File: config.mk
export PLATFORM = sky130hd
export DESIGN_NAME = meter_spi_frame_builder
export DESIGN_NICKNAME = d
export VERILOG_FILES = /design/src/rtl/msfb_pkg.sv /design/src/rtl/meter_spi_frame_builder.sv /design/src/rtl/msfb_front.sv /design/src/rtl/msfb_queue.sv /design/src/rtl/msfb_back.sv
export SDC_FILE = /design/constraint.sdc
export NUM_CORES = 1
export LEC_CHECK = 0
export ABC_AREA = 1
export BUFFER_PORTS_ARGS = -buffer_cell sky130_fd_sc_hd__buf_2
export CELL_PAD_IN_SITES_DETAIL_PLACEMENT = 1
export CELL_PAD_IN_SITES_GLOBAL_PLACEMENT = 1
export CORE_UTILIZATION = 30
export DETAILED_ROUTE_END_ITERATION = 8
export GPL_ROUTABILITY_DRIVEN = 0
export PLACE_DENSITY = 0.58
export SLEW_MARGIN = 20
export SYNTH_ARGS = -nofsm -noshare
export SYNTH_HDL_FRONTEND = slang
export SYNTH_SLANG_ARGS = --single-unit
File: constraint.sdc
create_clock -name i_clk -period 3.65 [get_ports i_clk]
set_clock_uncertainty 0.2 [all_clocks]
set_input_delay 0.365 -clock i_clk [delete_from_list [all_inputs] [get_ports i_clk]]
set_output_delay 0.365 -clock i_clk [all_outputs]
set_load 0.05 [all_outputs]
File: src/rtl/msfb_pkg.sv
// ----------------------------------------------------------------------------
// msfb_pkg
// shared types, codes and frame constants for the meter spi frame builder
// ----------------------------------------------------------------------------
package msfb_pkg;

    localparam logic [1:0] CMD_WRITE = 2'd0;
    localparam logic [1:0] CMD_READ  = 2'd1;
    localparam logic [1:0] CMD_INIT  = 2'd2;
    localparam logic [1:0] CMD_RESP  = 2'd3;

    localparam logic KIND_TX   = 1'b0;
    localparam logic KIND_READ = 1'b1;

    localparam logic [7:0]  CHK_BASE      = 8'h33;
    localparam logic [7:0]  OFS_CMD       = 8'hFE;
    localparam logic [31:0] MAGIC_ENABLE  = 32'h4A985B67;
    localparam logic [31:0] MAGIC_DISABLE = 32'h76B589A4;
    localparam logic [31:0] INIT_KEY      = 32'h5A7896B4;

    localparam logic [2:0] FRAME_LAST = 3'd5;

    localparam int TDATA_IN_W  = 48;
    localparam int TDATA_OUT_W = 48;

    typedef struct packed {
        logic        resp;
        logic        has_ofs;
        logic        ofs_en;
        logic [7:0]  cmd;
        logic [31:0] data;
        logic [7:0]  chk;
        logic        ok;
    } t_job;

    function automatic logic [7:0] frame_chk(input logic [7:0] cmd, input logic [31:0] data);
        logic [7:0] s;
        s = cmd + data[7:0] + data[15:8] + data[23:16] + data[31:24];
        return CHK_BASE + ~s;
    endfunction

    localparam logic [7:0] CHK_OFS_ON  = frame_chk(OFS_CMD, MAGIC_ENABLE);
    localparam logic [7:0] CHK_OFS_OFF = frame_chk(OFS_CMD, MAGIC_DISABLE);

endpackage

File: src/rtl/meter_spi_frame_builder.sv
// ----------------------------------------------------------------------------
// meter_spi_frame_builder
// turns register requests into six-byte spi frames and checks read responses
// ----------------------------------------------------------------------------
// input stream: tuser carries the command (write, read, init, read response),
// tdata carries address, write data and received checksum. output stream:
// one word per frame byte (tuser = 0) or one checked read result (tuser = 1),
// tlast on the final word of each request.
// a write or read gives 6 words, or 12 when the high page offset has to be
// switched first; init gives 6 words; a read response gives 1 word.
// the first word of a request is registered in the job queue and then in
// the output register; words then follow one per cycle while the output
// is not stalled.
// a two-entry job queue sits between the request front and the sequencer;
// input is taken while the queue has room, even when the output is stalled.
// a stalled output word holds until taken; the sequencer waits with it.
// reset clears offset mode, pending read command, queue and output valid.
// ----------------------------------------------------------------------------
module meter_spi_frame_builder (
    input  logic                             i_clk,
    input  logic                             i_rst_n,
    input  logic                             i_s_tvalid,
    output logic                             o_s_tready,
    input  logic [msfb_pkg::TDATA_IN_W-1:0]  i_s_tdata,   // address, write_data, rx_checksum
    input  logic [1:0]                       i_s_tuser,   // command
    output logic                             o_m_tvalid,
    input  logic                             i_m_tready,
    output logic [msfb_pkg::TDATA_OUT_W-1:0] o_m_tdata,   // tx_byte, read_value, checksum_ok
    output logic                             o_m_tuser,   // kind
    output logic                             o_m_tlast
);

    logic           accept;
    logic           q_full;
    logic           q_valid;
    logic           q_pop;
    msfb_pkg::t_job new_job;
    msfb_pkg::t_job head_job;
    logic [7:0]     tx_byte;
    logic [31:0]    read_value;
    logic           checksum_ok;

    assign o_s_tready = !q_full;
    assign accept     = i_s_tvalid && o_s_tready;

    msfb_front u_front (
        .i_clk         (i_clk),
        .i_rst_n       (i_rst_n),
        .i_accept      (accept),
        .i_command     (i_s_tuser),
        .i_address     (i_s_tdata[7:0]),
        .i_write_data  (i_s_tdata[39:8]),
        .i_rx_checksum (i_s_tdata[47:40]),
        .o_job         (new_job)
    );

    msfb_queue u_queue (
        .i_clk   (i_clk),
        .i_rst_n (i_rst_n),
        .i_push  (accept),
        .i_job   (new_job),
        .o_full  (q_full),
        .o_valid (q_valid),
        .o_job   (head_job),
        .i_pop   (q_pop)
    );

    msfb_back u_back (
        .i_clk         (i_clk),
        .i_rst_n       (i_rst_n),
        .i_head_valid  (q_valid),
        .i_head        (head_job),
        .o_pop         (q_pop),
        .o_valid       (o_m_tvalid),
        .i_ready       (i_m_tready),
        .o_kind        (o_m_tuser),
        .o_tx_byte     (tx_byte),
        .o_read_value  (read_value),
        .o_checksum_ok (checksum_ok),
        .o_last        (o_m_tlast)
    );

    assign o_m_tdata = {7'd0, checksum_ok, read_value, tx_byte};

endmodule

File: src/rtl/msfb_front.sv
// ----------------------------------------------------------------------------
// msfb_front
// classifies requests, keeps page and pending read state, builds frame jobs
// ----------------------------------------------------------------------------
module msfb_front (
    input  logic               i_clk,
    input  logic               i_rst_n,
    input  logic               i_accept,
    input  logic [1:0]         i_command,
    input  logic [7:0]         i_address,
    input  logic [31:0]        i_write_data,
    input  logic [7:0]         i_rx_checksum,
    output msfb_pkg::t_job     o_job
);

    logic       r_ofs_en;
    logic [7:0] r_pend_cmd;
    logic       n_ofs_en;
    logic [7:0] n_pend_cmd;
    logic [7:0] req_cmd;
    logic [7:0] resp_sum;
    logic [7:0] resp_exp;

    assign req_cmd  = {i_address[6:0], (i_command == msfb_pkg::CMD_READ)};
    assign resp_sum = r_pend_cmd + i_write_data[7:0] + i_write_data[15:8]
                    + i_write_data[23:16] + i_write_data[31:24];
    assign resp_exp = msfb_pkg::CHK_BASE + ~resp_sum;

    always_comb begin
        n_ofs_en   = r_ofs_en;
        n_pend_cmd = r_pend_cmd;
        o_job      = '0;
        unique case (i_command) inside
            msfb_pkg::CMD_WRITE, msfb_pkg::CMD_READ: begin
                o_job.has_ofs = (i_address[7] != r_ofs_en);
                o_job.ofs_en  = i_address[7];
                o_job.cmd     = req_cmd;
                n_ofs_en      = i_address[7];
                if (i_command == msfb_pkg::CMD_READ) begin
                    n_pend_cmd = req_cmd;
                end else begin
                    o_job.data = i_write_data;
                    o_job.chk  = msfb_pkg::frame_chk(req_cmd, i_write_data);
                end
            end
            msfb_pkg::CMD_INIT: begin
                o_job.cmd  = msfb_pkg::OFS_CMD;
                o_job.data = msfb_pkg::INIT_KEY;
                o_job.chk  = msfb_pkg::frame_chk(msfb_pkg::OFS_CMD, msfb_pkg::INIT_KEY);
            end
            default: begin
                o_job.resp = 1'b1;
                o_job.data = i_write_data;
                o_job.ok   = (resp_exp == i_rx_checksum);
            end
        endcase
    end

    always_ff @(posedge i_clk) begin
        if (!i_rst_n) begin
            r_ofs_en   <= 1'b0;
            r_pend_cmd <= '0;
        end else if (i_accept) begin
            r_ofs_en   <= n_ofs_en;
            r_pend_cmd <= n_pend_cmd;
        end
    end

endmodule

File: src/rtl/msfb_queue.sv
// ----------------------------------------------------------------------------
// msfb_queue
// two-entry job queue between the request front and the byte sequencer
// ----------------------------------------------------------------------------
module msfb_queue (
    input  logic               i_clk,
    input  logic               i_rst_n,
    input  logic               i_push,
    input  msfb_pkg::t_job     i_job,
    output logic               o_full,
    output logic               o_valid,
    output msfb_pkg::t_job     o_job,
    input  logic               i_pop
);

    msfb_pkg::t_job r_mem [2];
    logic           r_wr_ptr;
    logic           r_rd_ptr;
    logic [1:0]     r_count;

    assign o_full  = (r_count == 2'd2);
    assign o_valid = (r_count != 2'd0);
    assign o_job   = r_mem[r_rd_ptr];

    always_ff @(posedge i_clk) begin
        if (i_push) begin
            r_mem[r_wr_ptr] <= i_job;
        end
    end

    always_ff @(posedge i_clk) begin
        if (!i_rst_n) begin
            r_wr_ptr <= 1'b0;
            r_rd_ptr <= 1'b0;
            r_count  <= '0;
        end else begin
            if (i_push) begin
                r_wr_ptr <= ~r_wr_ptr;
            end
            if (i_pop) begin
                r_rd_ptr <= ~r_rd_ptr;
            end
            r_count <= r_count + 2'(i_push) - 2'(i_pop);
        end
    end

    a_no_overflow: assert property (@(posedge i_clk) disable iff (!i_rst_n)
        o_full |-> !i_push)
        else $error("push into full queue");
    a_no_underflow: assert property (@(posedge i_clk) disable iff (!i_rst_n)
        i_pop |-> o_valid)
        else $error("pop from empty queue");
    a_count_range: assert property (@(posedge i_clk) disable iff (!i_rst_n)
        r_count != 2'd3)
        else $error("queue count out of range");

endmodule

File: src/rtl/msfb_back.sv
// ----------------------------------------------------------------------------
// msfb_back
// walks the head job byte by byte into a registered output word
// ----------------------------------------------------------------------------
module msfb_back (
    input  logic               i_clk,
    input  logic               i_rst_n,
    input  logic               i_head_valid,
    input  msfb_pkg::t_job     i_head,
    output logic               o_pop,
    output logic               o_valid,
    input  logic               i_ready,
    output logic               o_kind,
    output logic [7:0]         o_tx_byte,
    output logic [31:0]        o_read_value,
    output logic               o_checksum_ok,
    output logic               o_last
);

    logic [2:0]  r_seq;
    logic        r_ofs_done;
    logic        r_valid;
    logic        r_kind;
    logic [7:0]  r_tx_byte;
    logic [31:0] r_read_value;
    logic        r_ok;
    logic        r_last;

    logic        in_ofs;
    logic [7:0]  f_cmd;
    logic [31:0] f_data;
    logic [7:0]  f_chk;
    logic [7:0]  cur_byte;
    logic        end_frame;
    logic        job_done;
    logic        fire;

    assign in_ofs    = i_head.has_ofs && !r_ofs_done;
    assign end_frame = (r_seq == msfb_pkg::FRAME_LAST);
    assign job_done  = i_head.resp || (end_frame && !in_ofs);
    assign fire      = i_head_valid && (!r_valid || i_ready);
    assign o_pop     = fire && job_done;

    always_comb begin
        if (in_ofs) begin
            f_cmd  = msfb_pkg::OFS_CMD;
            f_data = i_head.ofs_en ? msfb_pkg::MAGIC_ENABLE : msfb_pkg::MAGIC_DISABLE;
            f_chk  = i_head.ofs_en ? msfb_pkg::CHK_OFS_ON : msfb_pkg::CHK_OFS_OFF;
        end else begin
            f_cmd  = i_head.cmd;
            f_data = i_head.data;
            f_chk  = i_head.chk;
        end
    end

    always_comb begin
        case (r_seq)
            3'd0:    cur_byte = f_cmd;
            3'd1:    cur_byte = f_data[7:0];
            3'd2:    cur_byte = f_data[15:8];
            3'd3:    cur_byte = f_data[23:16];
            3'd4:    cur_byte = f_data[31:24];
            default: cur_byte = f_chk;
        endcase
    end

    always_ff @(posedge i_clk) begin
        if (!i_rst_n) begin
            r_seq      <= '0;
            r_ofs_done <= 1'b0;
            r_valid    <= 1'b0;
        end else begin
            if (fire) begin
                r_valid <= 1'b1;
                if (job_done) begin
                    r_seq      <= '0;
                    r_ofs_done <= 1'b0;
                end else if (end_frame) begin
                    r_seq      <= '0;
                    r_ofs_done <= 1'b1;
                end else begin
                    r_seq <= r_seq + 3'd1;
                end
            end else if (i_ready) begin
                r_valid <= 1'b0;
            end
        end
    end

    always_ff @(posedge i_clk) begin
        if (fire) begin
            r_last <= job_done;
            if (i_head.resp) begin
                r_kind       <= msfb_pkg::KIND_READ;
                r_tx_byte    <= '0;
                r_read_value <= i_head.data;
                r_ok         <= i_head.ok;
            end else begin
                r_kind       <= msfb_pkg::KIND_TX;
                r_tx_byte    <= cur_byte;
                r_read_value <= '0;
                r_ok         <= 1'b0;
            end
        end
    end

    assign o_valid       = r_valid;
    assign o_kind        = r_kind;
    assign o_tx_byte     = r_tx_byte;
    assign o_read_value  = r_read_value;
    assign o_checksum_ok = r_ok;
    assign o_last        = r_last;

    a_seq_range: assert property (@(posedge i_clk) disable iff (!i_rst_n)
        r_seq <= msfb_pkg::FRAME_LAST)
        else $error("byte index past end of frame");
    a_ofs_phase: assert property (@(posedge i_clk) disable iff (!i_rst_n)
        r_ofs_done |-> (i_head_valid && i_head.has_ofs))
        else $error("main frame phase without offset job at head");
    a_resp_single: assert property (@(posedge i_clk) disable iff (!i_rst_n)
        (fire && i_head.resp) |-> (o_pop && r_seq == 3'd0 && !r_ofs_done))
        else $error("read result not taken as a single word");

endmodule
==> metrics <==
Seq cells post-synth=166; Ant. Diodes=0; CP Class=in2reg; Synth area leaders=edfxtp_1 (49%), fa_1 (8.2%), nand2_1 (7.3%), inv_1 (6.4%), dfxtp_1 (4.2%); run status=finished clean; most frequent CP cell=inv_1; Critical Path Source Type=input pin; RSZ-0062 raised after global routing=true; Syn. warnings=0; row cnt=63; Register Area=4800 um^2; worst path required time=3630 ps; Synth Instances=918; die height=176 um; total power=0.00951 W; Die X-Extent=176 um; list of most frequent post-synthesis cells=nand2_1 (177), inv_1 (154), edfxtp_1 (147); share of cells above drive strength 1=22.7%; routed vias/inst=4.51; most numerous cell in the Yosys netlist=nand2_1; CP max stage delay=570 ps; final wirelength=24600 um; Worst Hold Class=in2reg; worst slack, placed=-496 ps; All-Layer GR Usage=16.6%; Remaining DRCs=0; TritonCTS clock tree=built; final hold viol count=0; CTS clk-pin slew, worst paths=70 ps; Detail Placement HPWL=19600 um; area of the multi-input gates=3670 um^2; Synth top area share=48.6%; min cycle time layout=3610 ps; Async S/R FF share, synth=0%; synth unique cells=45; crit path max fanout=4; number of synthesized flops with an enable pin=147; Max IR drop VDD=0.000366 V; final setup margin=35.9 ps; worst-path cell chain=buf_8 > fa_1 > xor2_1 > ha_1 > inv_1 > fa_1 > inv_1 > ha_2 > inv_2 > fa_2 > inv_2 > nor2_4 > nand3_2 > nand3_4 > nor2_2 > nand2_1 > nand3_1 > nand2_1 > inv_1 > nand2_2 > nor2_4; Sink Count=166; LEAKAGE=4.93 nW; Max Cap Violations=0; WL per Instance=16.7 um; antenna violation net count after detailed routing=0; period utilisation layout=99.0%; vias in the first global route=6737; TritonRoute pass-1 iters=4; dominant synthesized flop cell=edfxtp_1; Pins Over Slew Limit=0; Starting DRT DRC Count=304; Hold Path Stages=4; CTS buffer count=17; Power Dens Cells=855 nW/um^2; Area Overhead vs Synth=22.6%; IO Port Bufs=98; # fillers=3404; slowest stage cell, crit path=fa_1; length in cells of the worst reg-to-reg path=17; Final setup viols=0; synthesized cell area=9070 um^2; # IOs=106; maximum operating frequency=277 MHz; core footprint=29700 um^2; Nets=1184; hold_ws=50.8 ps; initial antenna violation count=0; die area=30900 um^2; Crit. End Element=register; Slew headroom=38.8%; Worst Max-Slew Pin Slew=916 ps; cell taking the most area after synthesis=edfxtp_1; CP arrival=3600 ps; CTS H-tree lvls=4; Avg Inst Size Synth=9.88 um^2; final instance area=11100 um^2; Overflow after GRT=0; largest net degree at the start of global routing=56; clock tree root driver cell=clkbuf_16; Starting Density=30.5%; worst skew pair latency=420 ps; placed inst area=10400 um^2; first-pass GRT wire length=38500 um; Seq/Total Area, Yosys=52.8%; clk buf depth=2; via count=6639; Final Util=37.4%
==> worst max-delay path: cells and delay by family <==
family / cells / cell delay, ps
simple gates: 9 / 720
buf+inv: 6 / 380
fa+ha+maj: 5 / 1980
xor+xnor: 1 / 160
==> layer usage <==
layer	global-route usage, %	up-vias	wire (um)
li1	-	3284	-
met4	3.99	0	348
met1	24.4	3186	12700
met2	25.7	147	10800
met3	2.25	22	767
met5	0	-	0
==> flip-flops by register name, indices dropped and copies added (netlist names), named ones only <==
| signal | flops |
|---|---|
| u_back.o_checksum_ok | 1 |
| u_back.o_valid | 1 |
| u_back.o_last | 1 |
| u_back.r_seq | 3 |
| u_back.o_kind | 1 |
| u_queue.r_mem | 104 |
| u_front.r_pend_cmd | 8 |
| u_back.r_ofs_done | 1 |
| u_front.r_ofs_en | 1 |
| u_back.o_read_value | 32 |
| u_queue.r_wr_ptr | 1 |
| u_queue.r_rd_ptr | 1 |
| u_back.o_tx_byte | 8 |
| u_queue.r_count | 2 |
==> cell usage in the layout, fill, tap and decap left out, types with 4 or more instances in the layout <==
cell	count
o21ai_1	4
o21a_1	6
or2_2	4
buf_4	58
edfxtp_1	147
nand2_2	6
o21ai_0	31
nand2_1	172
conb_1	7
fa_1	34
nor2_1	86
nor2_4	8
buf_2	96
xor2_1	5
inv_6	5
nand4_1	6
o21ai_2	4
or2_0	5
nand3_1	36
clkbuf_16	17
ha_1	20
inv_2	10
nand3_2	6
dfxtp_1	18
nor3_1	5
nand3b_1	5
mux2i_1	18
inv_1	149
a21oi_2	4
xnor2_1	8
a21oi_1	59
==> path summary, 6_finish.rpt <==
| path | from | to | slack (ps) |
|---|---|---|---|
| worst min-delay path | i_m_tready | u_back.o_valid$_SDFFE_PN0P_ | 50 |
| worst max register to register | u_front.r_pend_cmd[1]$_SDFFE_PN0P_ | u_queue.r_mem[1][0]$_DFFE_PP_ | 660 |
| worst min register to register | u_queue.r_rd_ptr$_SDFFE_PN0P_ | register | 270 |
| worst max-delay path | i_s_tdata[25] | u_queue.r_mem[1][0]$_DFFE_PP_ | 40 |
==> layout make-up <==
cell class	count	share of cell area [%]
clock buffer	19	3.89
clock inverter	13	1.53
inverter	159	5.36
multi-input combinational	568	33.0
sequential	166	43.1
tap	390	4.39
timing repair buffer	158	8.75
==> kinds of logic (layout without fill, tap and decap cells) <==
kind of cell,after synthesis,in the layout,synth area share [%]
AO/OA/AOI/OAI,122,122,7.58
XOR/XNOR,15,15,1.45
adder cells (fa/ha/maj),60,60,11.3
buffers and inverters,190,349,8.70
flip-flops,166,166,52.8
multiplexers,18,18,1.99
other,1,7,0.0413
AND/OR/NAND/NOR,346,346,16.1
==> power breakdown <==
| part | switching, W | total (W) | internal (W) |
|---|---|---|---|
| Sequential | 0.000135 | 0.00287 | 0.00273 |
| Clock | 0.000764 | 0.00185 | 0.00109 |
| Combinational | 0.00329 | 0.00479 | 0.00150 |
| Total | 0.00419 | 0.00951 | 0.00532 |
==> metrics by stage <==
step                TNS [ps]  std cells
global placement       -3110       1435
floorplan               -118        924
global route            -213       1473
CTS                        0       1469
detailed placement     -3800       1435
finish                     0       1473
==> repair_timing <==
action,in CTS,in global routing
buffers inserted,2,4
hold buffers,0,0
endpoints found under the setup margin,2,10
resized for setup,2,32
hold endpoints to repair,0,0
pin swaps,0,11
Note: power is estimated with default switching activity, not from simulation.
